===== config.mk =====
export PLATFORM = sky130hd
export DESIGN_NAME = lru_key_value_cache
export DESIGN_NICKNAME = d
export VERILOG_FILES = /design/src/hdl/lkvc_pkg.sv /design/src/hdl/lkvc_ram.sv /design/src/hdl/lkvc_ctrl.sv /design/src/hdl/lkvc_datapath.sv /design/src/hdl/lru_key_value_cache.sv
export SDC_FILE = /design/constraint.sdc
export NUM_CORES = 1
export LEC_CHECK = 0
export ABC_AREA = 1
export BUFFER_PORTS_ARGS = -buffer_cell sky130_fd_sc_hd__buf_2
export CAP_MARGIN = 10
export CORE_MARGIN = 2
export CORE_UTILIZATION = 35
export CTS_CLUSTER_DIAMETER = 50
export DETAILED_ROUTE_END_ITERATION = 8
export SLEW_MARGIN = 15
export SYNTH_ARGS = -nofsm -noshare
export SYNTH_HDL_FRONTEND = slang
export SYNTH_SLANG_ARGS = --single-unit

===== constraint.sdc =====
create_clock -name clock -period 22.5 [get_ports clock]
set_input_delay 6.75 -clock clock [delete_from_list [all_inputs] [get_ports clock]]
set_output_delay 6.75 -clock clock [all_outputs]
set_load 0.03 [all_outputs]

===== src/hdl/lkvc_pkg.sv =====
// Shared types, constants and control structs for the LRU key-value cache.
package lkvc_pkg;

   // Store geometry
   localparam int ENTRIES   = 16;
   localparam int IDX_W     = (ENTRIES > 1) ? $clog2(ENTRIES) : 1;
   localparam int CNT_W     = $clog2(ENTRIES + 1);
   localparam int KEY_W     = 32;
   localparam int VAL_W     = 32;
   localparam int CAP_W     = 5;
   localparam int CAP_RESET = 16;

   // Operation codes
   typedef enum logic {
      OP_GET = 1'b0,
      OP_PUT = 1'b1
   } op_type;

   // Request payload
   typedef struct packed {
      op_type                   opcode;
      logic signed [KEY_W-1:0]  lookup_key;
      logic signed [VAL_W-1:0]  store_value;
   } req_type;

   // Response payload
   typedef struct packed {
      logic                     found;
      logic signed [VAL_W-1:0]  read_value;
      logic                     evicted;
   } rsp_type;

   // Controller states
   typedef enum logic [1:0] {
      ST_IDLE,
      ST_SCAN,
      ST_UPDATE
   } state_type;

   // Controller to datapath
   typedef struct packed {
      logic load;    // request transfer: capture item, start scan
      logic commit;  // apply update and load the response register
   } cmd_type;

   // Datapath to controller
   typedef struct packed {
      logic scan_done;  // last entry compared this cycle
      logic out_free;   // response register can take a new result
   } status_type;

endpackage


===== src/hdl/lkvc_ram.sv =====
// Generic single-port-write, registered-read RAM.
module lkvc_ram #(
   parameter int WIDTH = 32,
   parameter int DEPTH = 16
) (
   input  logic                                      clock,
   input  logic                                      wr_en,
   input  logic [((DEPTH > 1) ? $clog2(DEPTH) : 1)-1:0] wr_addr,
   input  logic [WIDTH-1:0]                          wr_data,
   input  logic [((DEPTH > 1) ? $clog2(DEPTH) : 1)-1:0] rd_addr,
   output logic [WIDTH-1:0]                          rd_data
);

   logic [WIDTH-1:0] mem_ff [DEPTH];
   logic [WIDTH-1:0] rd_data_ff;

   // Write port
   always_ff @(posedge clock) begin
      if (wr_en) begin
         mem_ff[wr_addr] <= wr_data;
      end
   end

   // Registered read port
   always_ff @(posedge clock) begin
      rd_data_ff <= mem_ff[rd_addr];
   end

   assign rd_data = rd_data_ff;

endmodule


===== src/hdl/lkvc_ctrl.sv =====
// Sequencer for the cache: accept, scan, update.
module lkvc_ctrl import lkvc_pkg::*; (
   input  logic       clock,
   input  logic       reset,
   input  logic       req_valid,
   input  status_type status,
   output logic       idle,
   output cmd_type    cmd
);

   state_type state_ff, state_in;

   // State register
   always_ff @(posedge clock) begin
      if (reset) begin
         state_ff <= ST_IDLE;
      end else begin
         state_ff <= state_in;
      end
   end

   // Next state
   always_comb begin
      state_in = state_ff;
      unique case (state_ff)
         ST_IDLE: begin
            if (req_valid) state_in = ST_SCAN;
         end
         ST_SCAN: begin
            if (status.scan_done) state_in = ST_UPDATE;
         end
         ST_UPDATE: begin
            if (status.out_free) state_in = ST_IDLE;
         end
         default: state_in = ST_IDLE;
      endcase
   end

   // Outputs
   always_comb begin
      idle       = 1'b0;
      cmd.load   = 1'b0;
      cmd.commit = 1'b0;
      unique case (state_ff)
         ST_IDLE: begin
            idle     = 1'b1;
            cmd.load = req_valid;
         end
         ST_SCAN: begin
         end
         ST_UPDATE: begin
            cmd.commit = status.out_free;
         end
         default: begin
         end
      endcase
   end

endmodule


===== src/hdl/lkvc_datapath.sv =====
// Key/value storage, sequential tag scan, recency ranks and response register.
module lkvc_datapath import lkvc_pkg::*; (
   input  logic             clock,
   input  logic             reset,
   input  cmd_type          cmd,
   output status_type       status,
   input  req_type          req_data,
   input  logic [CAP_W-1:0] capacity,
   output logic             rsp_valid,
   input  logic             rsp_stall,
   output rsp_type          rsp_data
);

   // Captured request
   op_type           op_ff;
   logic [KEY_W-1:0] key_ff;
   logic [VAL_W-1:0] val_ff;

   // Scan pipeline: read issue, then compare in the next cycle
   logic [IDX_W-1:0] rd_idx_ff;
   logic             issue_ff;
   logic             cmp_vld_ff;
   logic [IDX_W-1:0] cmp_idx_ff;

   // Scan results
   logic             hit_ff;
   logic [IDX_W-1:0] hit_idx_ff;
   logic [IDX_W-1:0] hit_rank_ff;
   logic [VAL_W-1:0] hit_val_ff;
   logic             free_ff;
   logic [IDX_W-1:0] free_idx_ff;
   logic             worst_vld_ff;
   logic [IDX_W-1:0] worst_idx_ff;
   logic [IDX_W-1:0] worst_rank_ff;

   // Per-entry state
   logic [ENTRIES-1:0] valid_ff, valid_in;
   logic [IDX_W-1:0]   rank_ff [ENTRIES];
   logic [IDX_W-1:0]   rank_in [ENTRIES];
   logic [CNT_W-1:0]   count_ff, count_in;

   // Response register
   logic    rsp_valid_ff;
   rsp_type rsp_ff, rsp_in;

   // RAM ports
   logic [KEY_W-1:0] key_rd;
   logic [VAL_W-1:0] val_rd;
   logic             key_we, val_we;
   logic [IDX_W-1:0] wr_idx;

   // Compare stage signals
   logic             cmp_valid_entry;
   logic [IDX_W-1:0] cmp_rank;
   logic             cmp_match;

   // Decision signals
   logic [CNT_W-1:0] cap_eff;
   logic             do_insert, do_evict, do_fresh;
   logic             touch_en;
   logic [IDX_W-1:0] touch_idx, touch_rank;
   logic [IDX_W-1:0] slot;

   lkvc_ram #(.WIDTH(KEY_W), .DEPTH(ENTRIES)) u_key_ram (
      .clock   (clock),
      .wr_en   (key_we),
      .wr_addr (wr_idx),
      .wr_data (key_ff),
      .rd_addr (rd_idx_ff),
      .rd_data (key_rd)
   );

   lkvc_ram #(.WIDTH(VAL_W), .DEPTH(ENTRIES)) u_val_ram (
      .clock   (clock),
      .wr_en   (val_we),
      .wr_addr (wr_idx),
      .wr_data (val_ff),
      .rd_addr (rd_idx_ff),
      .rd_data (val_rd)
   );

   // Request capture
   always_ff @(posedge clock) begin
      if (cmd.load) begin
         op_ff  <= req_data.opcode;
         key_ff <= req_data.lookup_key;
         val_ff <= req_data.store_value;
      end
   end

   // Read issue counter and compare-stage tag
   always_ff @(posedge clock) begin
      if (reset) begin
         issue_ff   <= 1'b0;
         cmp_vld_ff <= 1'b0;
      end else begin
         cmp_vld_ff <= issue_ff;
         if (cmd.load) begin
            issue_ff <= 1'b1;
         end else if (issue_ff && rd_idx_ff == IDX_W'(ENTRIES - 1)) begin
            issue_ff <= 1'b0;
         end
      end
   end

   always_ff @(posedge clock) begin
      cmp_idx_ff <= rd_idx_ff;
      if (cmd.load) begin
         rd_idx_ff <= '0;
      end else if (issue_ff) begin
         rd_idx_ff <= rd_idx_ff + 1'b1;
      end
   end

   // Compare one entry per cycle
   assign cmp_valid_entry = valid_ff[cmp_idx_ff];
   assign cmp_rank        = rank_ff[cmp_idx_ff];
   assign cmp_match       = cmp_valid_entry && (key_rd == key_ff);

   always_ff @(posedge clock) begin
      if (cmd.load) begin
         hit_ff       <= 1'b0;
         free_ff      <= 1'b0;
         worst_vld_ff <= 1'b0;
      end else if (cmp_vld_ff) begin
         // first matching valid entry
         if (cmp_match && !hit_ff) begin
            hit_ff      <= 1'b1;
            hit_idx_ff  <= cmp_idx_ff;
            hit_rank_ff <= cmp_rank;
            hit_val_ff  <= val_rd;
         end
         // first empty entry
         if (!cmp_valid_entry && !free_ff) begin
            free_ff     <= 1'b1;
            free_idx_ff <= cmp_idx_ff;
         end
         // oldest valid entry, lowest index on a tie
         if (cmp_valid_entry && (!worst_vld_ff || cmp_rank > worst_rank_ff)) begin
            worst_vld_ff  <= 1'b1;
            worst_idx_ff  <= cmp_idx_ff;
            worst_rank_ff <= cmp_rank;
         end
      end
   end

   assign status.scan_done = cmp_vld_ff && (cmp_idx_ff == IDX_W'(ENTRIES - 1));
   assign status.out_free  = !rsp_valid_ff || !rsp_stall;

   // Capacity clamped to 1..ENTRIES
   always_comb begin
      if (capacity == '0) begin
         cap_eff = CNT_W'(1);
      end else if (CNT_W'(capacity) > CNT_W'(ENTRIES)) begin
         cap_eff = CNT_W'(ENTRIES);
      end else begin
         cap_eff = CNT_W'(capacity);
      end
   end

   // Action decode
   always_comb begin
      do_insert  = 1'b0;
      do_evict   = 1'b0;
      do_fresh   = 1'b0;
      touch_en   = 1'b0;
      touch_idx  = hit_idx_ff;
      touch_rank = hit_rank_ff;
      slot       = free_idx_ff;
      if (hit_ff) begin
         touch_en = 1'b1;
      end else if (op_ff == OP_PUT) begin
         if (count_ff < cap_eff && free_ff) begin
            do_insert = 1'b1;
         end else if (worst_vld_ff) begin
            do_evict   = 1'b1;
            touch_en   = 1'b1;
            touch_idx  = worst_idx_ff;
            touch_rank = worst_rank_ff;
            slot       = worst_idx_ff;
         end else begin
            do_fresh = 1'b1;
            slot     = '0;
         end
      end
   end

   assign key_we = cmd.commit && !hit_ff && (op_ff == OP_PUT);
   assign val_we = cmd.commit && (op_ff == OP_PUT);
   assign wr_idx = hit_ff ? hit_idx_ff : slot;

   // Next valid bits, ranks and count
   always_comb begin
      valid_in = valid_ff;
      count_in = count_ff;
      for (int i = 0; i < ENTRIES; i++) begin
         rank_in[i] = rank_ff[i];
         if (touch_en) begin
            if (IDX_W'(i) == touch_idx) begin
               rank_in[i] = '0;
            end else if (valid_ff[i] && rank_ff[i] < touch_rank) begin
               rank_in[i] = rank_ff[i] + 1'b1;
            end
         end else if (do_insert) begin
            if (IDX_W'(i) == slot) begin
               valid_in[i] = 1'b1;
               rank_in[i]  = '0;
            end else if (valid_ff[i]) begin
               rank_in[i] = rank_ff[i] + 1'b1;
            end
         end else if (do_fresh) begin
            if (IDX_W'(i) == slot) begin
               valid_in[i] = 1'b1;
               rank_in[i]  = '0;
            end
         end
      end
      if (do_insert) begin
         count_in = count_ff + 1'b1;
      end else if (do_fresh) begin
         count_in = CNT_W'(1);
      end
   end

   always_ff @(posedge clock) begin
      if (reset) begin
         valid_ff <= '0;
         count_ff <= '0;
      end else if (cmd.commit) begin
         valid_ff <= valid_in;
         count_ff <= count_in;
      end
   end

   always_ff @(posedge clock) begin
      if (cmd.commit) begin
         rank_ff <= rank_in;
      end
   end

   // Response register
   always_comb begin
      rsp_in.found      = hit_ff;
      rsp_in.read_value = (hit_ff && op_ff == OP_GET) ? hit_val_ff : '0;
      rsp_in.evicted    = do_evict;
   end

   always_ff @(posedge clock) begin
      if (reset) begin
         rsp_valid_ff <= 1'b0;
      end else if (cmd.commit) begin
         rsp_valid_ff <= 1'b1;
      end else if (!rsp_stall) begin
         rsp_valid_ff <= 1'b0;
      end
   end

   always_ff @(posedge clock) begin
      if (cmd.commit) begin
         rsp_ff <= rsp_in;
      end
   end

   assign rsp_valid = rsp_valid_ff;
   assign rsp_data  = rsp_ff;

endmodule


===== src/hdl/lru_key_value_cache.sv =====
// Top level of the LRU key-value cache: control register, sequencer and datapath.
//
// Fully associative 16-entry key-value store with least-recently-used
// replacement. Each request is a get or a put and yields exactly one response.
// The tag scan reads one entry a cycle from the key/value RAMs (16 reads
// through registered read ports). An update state follows, which applies the
// recency changes and any write. The block then returns to idle and takes no
// new request before the previous one has been committed. A response waits in
// an output register. While the previous response is still stalled there, the
// update state waits and the request input stays stalled. The capacity register
// (reset 16, 0 acts as 1, values above 16 act as 16) may only be written while
// no operation is in flight.
module lru_key_value_cache import lkvc_pkg::*; (
   input  logic             clock,
   input  logic             reset,
   // request channel
   input  logic             req_valid,
   output logic             req_stall,
   input  req_type          req_data,
   // response channel
   output logic             rsp_valid,
   input  logic             rsp_stall,
   output rsp_type          rsp_data,
   // capacity register write
   input  logic             csr_valid,
   output logic             csr_ready,
   input  logic [CAP_W-1:0] csr_wdata
);

   logic             idle;
   cmd_type          cmd;
   status_type       status;
   logic [CAP_W-1:0] capacity_ff;

   // Capacity register, always ready
   assign csr_ready = 1'b1;

   always_ff @(posedge clock) begin
      if (reset) begin
         capacity_ff <= CAP_W'(CAP_RESET);
      end else if (csr_valid && csr_ready) begin
         capacity_ff <= csr_wdata;
      end
   end

   assign req_stall = !idle;

   lkvc_ctrl u_ctrl (
      .clock     (clock),
      .reset     (reset),
      .req_valid (req_valid),
      .status    (status),
      .idle      (idle),
      .cmd       (cmd)
   );

   lkvc_datapath u_datapath (
      .clock     (clock),
      .reset     (reset),
      .cmd       (cmd),
      .status    (status),
      .req_data  (req_data),
      .capacity  (capacity_ff),
      .rsp_valid (rsp_valid),
      .rsp_stall (rsp_stall),
      .rsp_data  (rsp_data)
   );

endmodule


==> Word level (Yosys, flattened, before mapping) <==
Memory sizes are Yosys's and may differ from the RTL's. A register that Yosys moved wholly into a read port is not among the register bits.
Index checks and enable logic that the tools add are counted.
{ "word_totals": {"ff_bits": 257, "ramBits": 1024, "inputBits": 75, "output_inout_bits": 37, "elab_cells": 464, "memories": 2} }
{ "op_classes": {"n_addsub": 18, "magnitude_cmp": 21, "n_eq_ne": 55, "mux": 224, "bitwise_logic": 4, "n_reduce_logical": 100} }
{ "mem_list": {"columns": ["memory", "depth", "word_bits", "read_ports", "rd_ports_with_merged_regs", "write_ports", "line_no", "source"], "rows": [
  ["u_datapath.u_key_ram.mem_ff", 16, 32, 1, 1, 1, "lkvc_ram.sv:14", "logic [WIDTH-1:0] mem_ff [DEPTH];"],
  ["u_datapath.u_val_ram.mem_ff", 16, 32, 1, 1, 1, "lkvc_ram.sv:14", null]
]} }
{ "ops": {"columns": ["op", "n"], "rows": [
  ["$mux 4", 143],
  ["$reduce_bool 3->1", 33],
  ["$reduce_and 5->1", 16],
  ["$mux 1", 71],
  ["$add 4x1->4 const B", 17],
  ["$eq 4x4->1 const A", 16],
  ["$lt 4x4->1", 16],
  ["$ne 3x3->1 const B", 16],
  ["$eq 3x4->1 const A", 8],
  ["$eq 32x32->1", 1],
  ["$logic_and 1x1->1", 27],
  ["$mux 5", 4],
  ["$bmux 4 s4", 1],
  ["$eq 2x4->1 const A", 4],
  ["$reduce_and 3->1", 5],
  ["$eq 1x4->1 const A", 2],
  ["$eq 4x4->1 const B", 2],
  ["$logic_not 4->1", 2],
  ["$reduce_and 2->1", 4],
  ["$logic_not 1->1", 7],
  ["$mux 2", 3],
  ["$pmux 2 s3", 1],
  ["$add 5x1->5 const B", 1],
  ["$ge 5x5->1 const B", 1],
  ["other kinds (15)", 21]
]} }

==> Depth between registers and ports, before layout <==
Gate-level depths: netlist of the first run.
{ "logic_depth": {"word_depth": 13, "mapped_depth": 20, "depth_no_buf": 19} }

==> By module <==
Synthesis of the first run repeated with hierarchy kept, for this count alone.
{ "hier_totals": {"hier_cells": 5603, "area_unflattened_um2": 58701.3} }
{ "by_module_without_submodules": {"columns": ["mod", "instances", "cells_per_inst", "area_each_um2", "seq_area_each_um2"], "rows": [
  ["lkvc_ram at u_datapath.u_val_ram", 1, 2120, 22744.3, 16015.4],
  ["lkvc_ram at u_datapath.u_key_ram", 1, 2120, 22730.6, 16015.4],
  ["lkvc_datapath", 1, 1316, 12892.4, 7156.9],
  ["lru_key_value_cache", 1, 34, 231.5, 100.1],
  ["lkvc_ctrl", 1, 13, 102.6, 40.0]
]} }

==> Worst setup path before layout of the first run <==
Ideal clock, no wire load.
{ "synth_timing": {"path_kind": "input -> register", "start": "in rsp_stall", "end": "mem u_datapath.u_key_ram.mem_ff[13][0] (enable)", "setup_time_ns": 0.461, "arrival_ns": 12.434, "t_required_ns": 22.039, "slack_ns": 9.605, "stages": 7, "n_path_buf": 0, "cell_sequence": "nand2_1 > inv_1 > nor3_1 > inv_1 > nor2_1 > nand4_1 > nor3_1"} }
{ "synth_rtl": {"columns": ["element", "line_no", "source"], "rows": [
  ["from (decl)", "lru_key_value_cache.sv:22", "input logic rsp_stall,"],
  ["to (decl)", "lkvc_ram.sv:14", null]
]} }

==> results.md, run 1 <==
- Core area: 152,000 um2
- Synthesized area: 53,800 um2
- Antenna Nets Post-Route: 0
- Vias in the first global route: 32,100
- Buf/Inv on CP: 4
- Drt first pass iters: 6
- Top cells by area, synth: edfxtp_1 69%, nor2_1 4.9%, dfxtp_1 3.9%, o21ai_0 2.9%, o32ai_1 2.6%
- Most used DFF post-synth: edfxtp_1
- PwrDens: 96.7 nW/um2
- Total grt overflow: 0
- Fillers: 14,000
- CP delay by family, top: simple AND/OR/NAND/NOR gates
- Reg2reg start: u_datapath.rd_idx_ff[0]
- Hold depth: 0
- Max Slew Vio Count: 0
- Min-Delay Path Class: reg -> reg
- Critical Path Sink Type: register
- CTS Hold Buffers Added: 0
- RD Place Congestion: 0.818
- # diodes: 0
- Yosys cell types: 50
- 1st-iter DRT viols: 2,849
- Clk Latency, worst-skew pair: 0.79 ns
- Nets: 4,341
- Final Hold Viols: 0
- Cts bufs inserted: 152
- Combinational power share: 10.6%
- Max incr delay on CP: 1.11 ns
- Status: finished, final reports clean
- Chip width: 396 um
- Remaining DRCs: 0
- Worst-case clock buffer depth: 3
- Num ports: 112
- Initial Util: 35.3%
- Slew @ Worst Pin: 1.13 ns
- Layout cells sized above 1: 11.7%
- Vias per inst: 5.14
- Setup violations, final: 0
- Crit path top cell by count: inv_1
- Inst Count DP: 6,067
- Synth Register Bits: 1,345
- Post-synth ARST share: 0%
- Final Power: 0.00598 W
- Core Rows: 143
- Fin crit share: 43.7%
- CP Class: in -> reg
- Final min period: 9.82 ns
- Sw Share: 25.5%
- Total GRT Usage: 16.3%
- Rel. slew slack: 24.4%
- Final Core Density: 40.6%
- Worst R2R Path Depth: 7
- RSZ-0062 raised after global routing: no
- Register area share after synthesis: 73.1%
- Initial antenna violation count: 6
- Die ar.: 157,000 um2
- Die Ht: 396 um
- Root buf cell: clkbuf_16
- Area leader, netlist: edfxtp_1
- Worst EP required: 22.88 ns
- Mapped Cells: 4,076
- Max FO, Critical Path: 35
- HPWL Detailed: 73,500 um
- Resize count post-CTS: 0
- Clk pwr share: 41.2%
- Hold Path Sink: u_datapath.hit_val_ff[27]
- Syn nets: 4,225
- Total leakage power: 20.8 nW
- # Post-CTS Setup Buffers: 0
- Most common cell after layout, fill and taps aside: edfxtp_1
- R2R setup slack: 18.11 ns
- Sequential fraction of design power: 48.2%
- Int Pwr: 0.00446 W
- CP Cell Sequence: buf_2 > nand2_1 > inv_1 > nor3_2 > buf_4 > inv_1 > nor2_1 > nand4_1 > nor2_4
- Non-Filler Instances: 6,354
- CTS clk-pin slew, worst paths: 0.06 ns
- CTS tree: yes
- Max-Cap Viols: 0
- R2r endpoint: u_datapath.u_val_ram.rd_data[6]
- H-tree Lvls: 4
- Fin Setup TNS: 0 ns
- Worst hold start: u_datapath.u_val_ram.rd_data[27]
- Post-synth EDFFs: 1,239
- Routed WL: 129,000 um
- Area grow syn2layout: 15.1%
- DR WL/cell: 20.3 um
- Worst EP arrival: 10.20 ns
- VDD IR-drop max: 0.0000553 V
- Largest net degree at the start of global routing: 172
- CP startpoint kind: input port
- Via Count: 32,700
- Slowest stage cell on the critical path: nor2_4
- Yosys Warn Count: 0
- Area share of the largest cell type after synthesis: 69.2%
- F_max: 102 MHz
- Layout Skew: 0.0368 ns
- Buffers added on ports: 110
- First-pass GRT wire length: 197,000 um
- Commonest non-fill, non-tap cells in the layout: 1,239 x edfxtp_1, 689 x nor2_1, 351 x nand2_1, 311 x o21ai_0, 200 x nand3_1
- Post-layout instance area: 61,900 um2
- CTS sink count: 1,345
- Syn avg cell area: 13.2 um2
- Switch Pwr: 0.00153 W
- Placed inst area: 56,800 um2
## final cells by class
cell class | count | area (um2) | share of cell area (%)
Sequential cell | 1345 | 39300 | 63.6
Multi-Input combinational cell | 2320 | 13100 | 21.1
Clock buffer | 202 | 4210 | 6.80
Tap cell | 2030 | 2540 | 4.10
Timing Repair Buffer | 190 | 1170 | 1.89
Clock inverter | 84 | 855 | 1.38
Inverter | 183 | 699 | 1.13
## state kept, by name (all words and copies together), names as in the netlist, 5 cells and up
register / flops
u_datapath.u_key_ram.rd_data: 32
u_datapath.u_val_ram.rd_data: 32
u_datapath.u_key_ram.mem_ff: 512
u_datapath.u_val_ram.mem_ff: 512
u_datapath.rsp_data: 34
u_datapath.valid_ff: 16
u_datapath.val_ff: 32
u_datapath.count_ff: 5
u_datapath.rank_ff: 64
u_datapath.key_ff: 32
u_datapath.hit_val_ff: 32
capacity_ff: 5
## synthesized netlist by cell type, drive strengths merged (2+ instances only)
master  count
buf        58
inv       181
a221oi      3
nor2      713
or2         2
o211ai     31
nor3       24
mux2i      99
a211oi     19
a31oi       2
ha         74
xor2       31
clkinv      2
nand3     203
a21boi     14
o22ai      16
o32ai     157
a21oi     112
nand2     365
nand4      12
dfxtp     106
o221ai    105
nor4        2
clkbuf    170
o21ai     319
edfxtp   1239
xnor2      10
## power groups by stage
stage	Combinational, W	Sequential (W)	Clock, W
2_1_floorplan	0.000451	0.00290	0
3_3_place_gp	0.000631	0.00294	0
3_5_place_dp	0.000637	0.00294	0
4_1_cts	0.000640	0.00289	0.00251
5_1_grt	0.000704	0.00289	0.00261
6_report	0.000636	0.00288	0.00246
## worst max-delay path by stage
stage	from	to	slack (ns)	cells after the start
finish	rsp_stall	u_datapath.u_val_ram.mem_ff[5][14]	12.68	9
CTS	rsp_stall	u_datapath.u_val_ram.mem_ff[5][14]	12.62	9
global placement	rsp_stall	u_datapath.u_val_ram.mem_ff[5][14]	11.83	9
global route	rsp_stall	u_datapath.u_val_ram.mem_ff[5][14]	12.41	9
detailed placement	rsp_stall	u_datapath.u_val_ram.mem_ff[5][12]	11.77	9
floorplan	rsp_stall	u_datapath.u_key_ram.mem_ff[13][0]	9.61	7
## per-layer routing
metal	part of all wire, %	GRT usage [%]	vias to the layer above
met5	0.0085	0	-
met4	1.9	4.59	2
met3	6.0	2.89	174
met2	47	26.0	969
met1	45	22.8	16200
li1	-	-	15300
## worst reg2reg max path: cells and delay by family (launching register included)
kind	cells	cell delay, ns
buf+inv	3	2.58
flops	1	0.79
compound gates	2	0.35
mux	1	0.33
simple gates	1	0.20
## stage by stage
stage / hold WS (ns) / worst slack (ns)
global placement: 0.376 / 11.83
detailed placement: 0.389 / 11.77
CTS: 0.397 / 12.62
floorplan: 0.329 / 9.61
finish: 0.403 / 12.68
global route: 0.403 / 12.41
## kinds of logic (layout without fill, tap and decap cells)
family | after synthesis | count (layout) | share of synthesized area, %
buf+inv | 411 | 659 | 2.99
flops | 1345 | 1345 | 73.1
other cells | 1 | 1 | 0.00697
simple gates | 1323 | 1323 | 10.1
compound gates | 782 | 782 | 9.55
mux | 99 | 99 | 1.84
xor+xnor | 41 | 41 | 0.668
fa+ha+maj | 74 | 74 | 1.72
(Power assumes the default switching activity.)
==> inputs of run 2 (changes only) <==
==> constraint.sdc (replaced) <==
create_clock -name clock -period 8.8 [get_ports clock]
set_input_delay 2.64 -clock clock [delete_from_list [all_inputs] [get_ports clock]]
set_output_delay 2.64 -clock clock [all_outputs]
set_load 0.03 [all_outputs]
==> run 2 against run 1 <==
Final area down 0.25%. First-iteration DRC count up 12%. Largest power group unchanged. Non-clock buffer count is 6 lower. Sequential share of layout area up 0.16 points. Highest routed layer is now met4. Final cell count down 0.27%.
==> results.md, run 2 (synthesis results as in run 1) <==
- Non-Filler Instances: 6,337 (-0.27%)
- CP Class: in -> reg
- Critical Path Sink Type: register
- Total GRT Usage: 16.1% (-0.18 points)
- Reg2reg start: capacity_ff[2]
- Resize count post-CTS: 0 (unchanged)
- Vias per inst: 5.16 (+0.43%)
- Routed WL: 129,000 um (-0.50%)
- Worst EP arrival: 6.12 ns (-4.08 ns)
- Initial Util: 35.3% (unchanged)
- Max Slew Vio Count: 0 (unchanged)
- CTS clk-pin slew, worst paths: 0.05 ns (about the same)
- Inst Count DP: 6,057 (-0.16%)
- First-pass GRT wire length: 195,000 um (-1.4%)
- 1st-iter DRT viols: 3,188 (+12%)
- RD Place Congestion: 0.818 (unchanged)
- Total leakage power: 20.7 nW (-0.43%)
- CTS tree: yes
- Worst EP required: 9.25 ns (-13.63 ns)
- Via Count: 32,700 (+0.17%)
- Clk Latency, worst-skew pair: 0.77 ns (-0.02 ns)
- CP startpoint kind: input port
- RSZ-0062 raised after global routing: no
- Remaining DRCs: 0 (unchanged)
- Cts bufs inserted: 151 (-0.66%)
- Fillers: 13,900 (-0.81%)
- Fin Setup TNS: 0 ns (unchanged)
- Nets: 4,334 (-0.16%)
- Area grow syn2layout: 14.8%
- Num ports: 112 (unchanged)
- Largest net degree at the start of global routing: 228 (+33%)
- HPWL Detailed: 72,600 um (-1.2%)
- Antenna Nets Post-Route: 0 (unchanged)
- Die Ht: 396 um (unchanged)
- # Post-CTS Setup Buffers: 0 (unchanged)
- Chip width: 396 um (unchanged)
- Slew @ Worst Pin: 1.20 ns (+0.0632 ns)
- PwrDens: 245 nW/um2 (+150%)
- Largest regs: u_datapath.u_key_ram.mem_ff: 512 flops, u_datapath.u_val_ram.mem_ff: 512 flops, u_datapath.rank_ff: 64 flops
- Die ar.: 157,000 um2 (unchanged)
- Sw Share: 25.3% (-0.24 points)
- Drt first pass iters: 6 (unchanged)
- Int Pwr: 0.0113 W (+150%)
- Sequential fraction of design power: 48.9% (+0.7 points)
- # diodes: 0 (unchanged)
- Status: finished, final reports clean
- Buffers added on ports: 110 (unchanged)
- Final Hold Viols: 0 (unchanged)
- Initial antenna violation count: 2 (-4)
- Vias in the first global route: 31,800 (-1.0%)
- H-tree Lvls: 4 (unchanged)
- Root buf cell: clkbuf_16
- F_max: 176 MHz
- DR WL/cell: 20.3 um (-0.23%)
- VDD IR-drop max: 0.000138 V (+150%)
- Worst-case clock buffer depth: 3 (unchanged)
- R2R setup slack: 4.71 ns (-13.40 ns)
- Layout cells sized above 1: 11.5% (-0.19 points)
- Clk pwr share: 40.5% (-0.7 points)
- Final min period: 5.67 ns
- Total grt overflow: 0 (unchanged)
- Combinational power share: 10.7% (about the same)
- Worst hold start: u_datapath.rd_idx_ff[3]
- Max FO, Critical Path: 35 (unchanged)
- Commonest non-fill, non-tap cells in the layout: 1,239 x edfxtp_1, 689 x nor2_1, 351 x nand2_1, 311 x o21ai_0, 200 x nand3_1
- Layout Skew: 0.0320 ns (-0.00489 ns)
- Crit path launch: rsp_stall
- Most common cell after layout, fill and taps aside: edfxtp_1
- Max-Cap Viols: 0 (unchanged)
- Min-Delay Path Class: reg -> reg
- Core Rows: 143 (unchanged)
- Switch Pwr: 0.00382 W (+150%)
- CTS sink count: 1,345 (unchanged)
- CTS Hold Buffers Added: 0 (unchanged)
- Rel. slew slack: 20.2% (-4.2 points)
- Fin crit share: 64.5%
- Setup violations, final: 0 (unchanged)
- Core area: 152,000 um2 (unchanged)
## run 2: final timing paths
kind	end	depth (start not counted)
worst max-delay path	u_datapath.u_val_ram.mem_ff[9][7]	10
worst min-delay path	u_datapath.cmp_idx_ff[3]	0
worst max register to register	u_datapath.u_val_ram.mem_ff[9][7]	14
worst min register to register	u_datapath.cmp_idx_ff[3]	0
## run 2: final cells by class
cell class                      count  area, um2  share of cell area, %
Sequential cell                  1345      39300                   63.7
Multi-Input combinational cell   2320      13100                   21.2
Clock buffer                      197       4150                   6.73
Tap cell                         2030       2540                   4.11
Timing Repair Buffer              184       1210                   1.96
Clock inverter                     78        709                   1.15
Inverter                          183        699                   1.13
## run 2: critical path, stage by stage
cell and delay [ns]:
buf_2 0.14, nand2_1 0.09, inv_1 0.06, nor3_2 0.10
buf_4 0.52, inv_1 0.21, nor2_1 0.42, nand4_1 0.68
nor2_4 0.83, buf_4 0.39
## run 2: per-layer routing
metal  global-route usage, %  wire (um)  share of wire (%)
met5                       0          0                  0
met3                    2.50       6960                5.4
met4                    4.34       2470                1.9
met2                    25.9      60200                 47
met1                    22.7      58900                 46
## run 2: power by group through the flow
| stage | Clock, W | Sequential [W] | Combinational, W |
|---|---|---|---|
| after global routing | 0.00649 | 0.00740 | 0.00178 |
| after global placement | 0 | 0.00751 | 0.00159 |
| final | 0.00611 | 0.00738 | 0.00161 |
| after floorplan | 0 | 0.00742 | 0.00115 |
| after detailed placement | 0 | 0.00751 | 0.00161 |
| after CTS | 0.00624 | 0.00738 | 0.00162 |
## run 2: through the flow
| step | util [%] | hold slack, ns | worst slack, ns | area [um2] | power [W] |
|---|---|---|---|---|---|
| 3_3_place_gp | 37.3 | 0.382 | 2.30 | 56800 | 0.00910 |
| 4_1_cts | 40.5 | 0.387 | 3.12 | 61600 | 0.0152 |
| 6_report | 40.5 | 0.388 | 3.13 | 61700 | 0.0151 |
| 2_1_floorplan | - | 0.329 | 0.0151 | 53800 | 0.00857 |
| 5_1_grt | 40.5 | 0.395 | 2.93 | 61700 | 0.0157 |
| 3_5_place_dp | 37.3 | 0.379 | 2.30 | 56800 | 0.00913 |
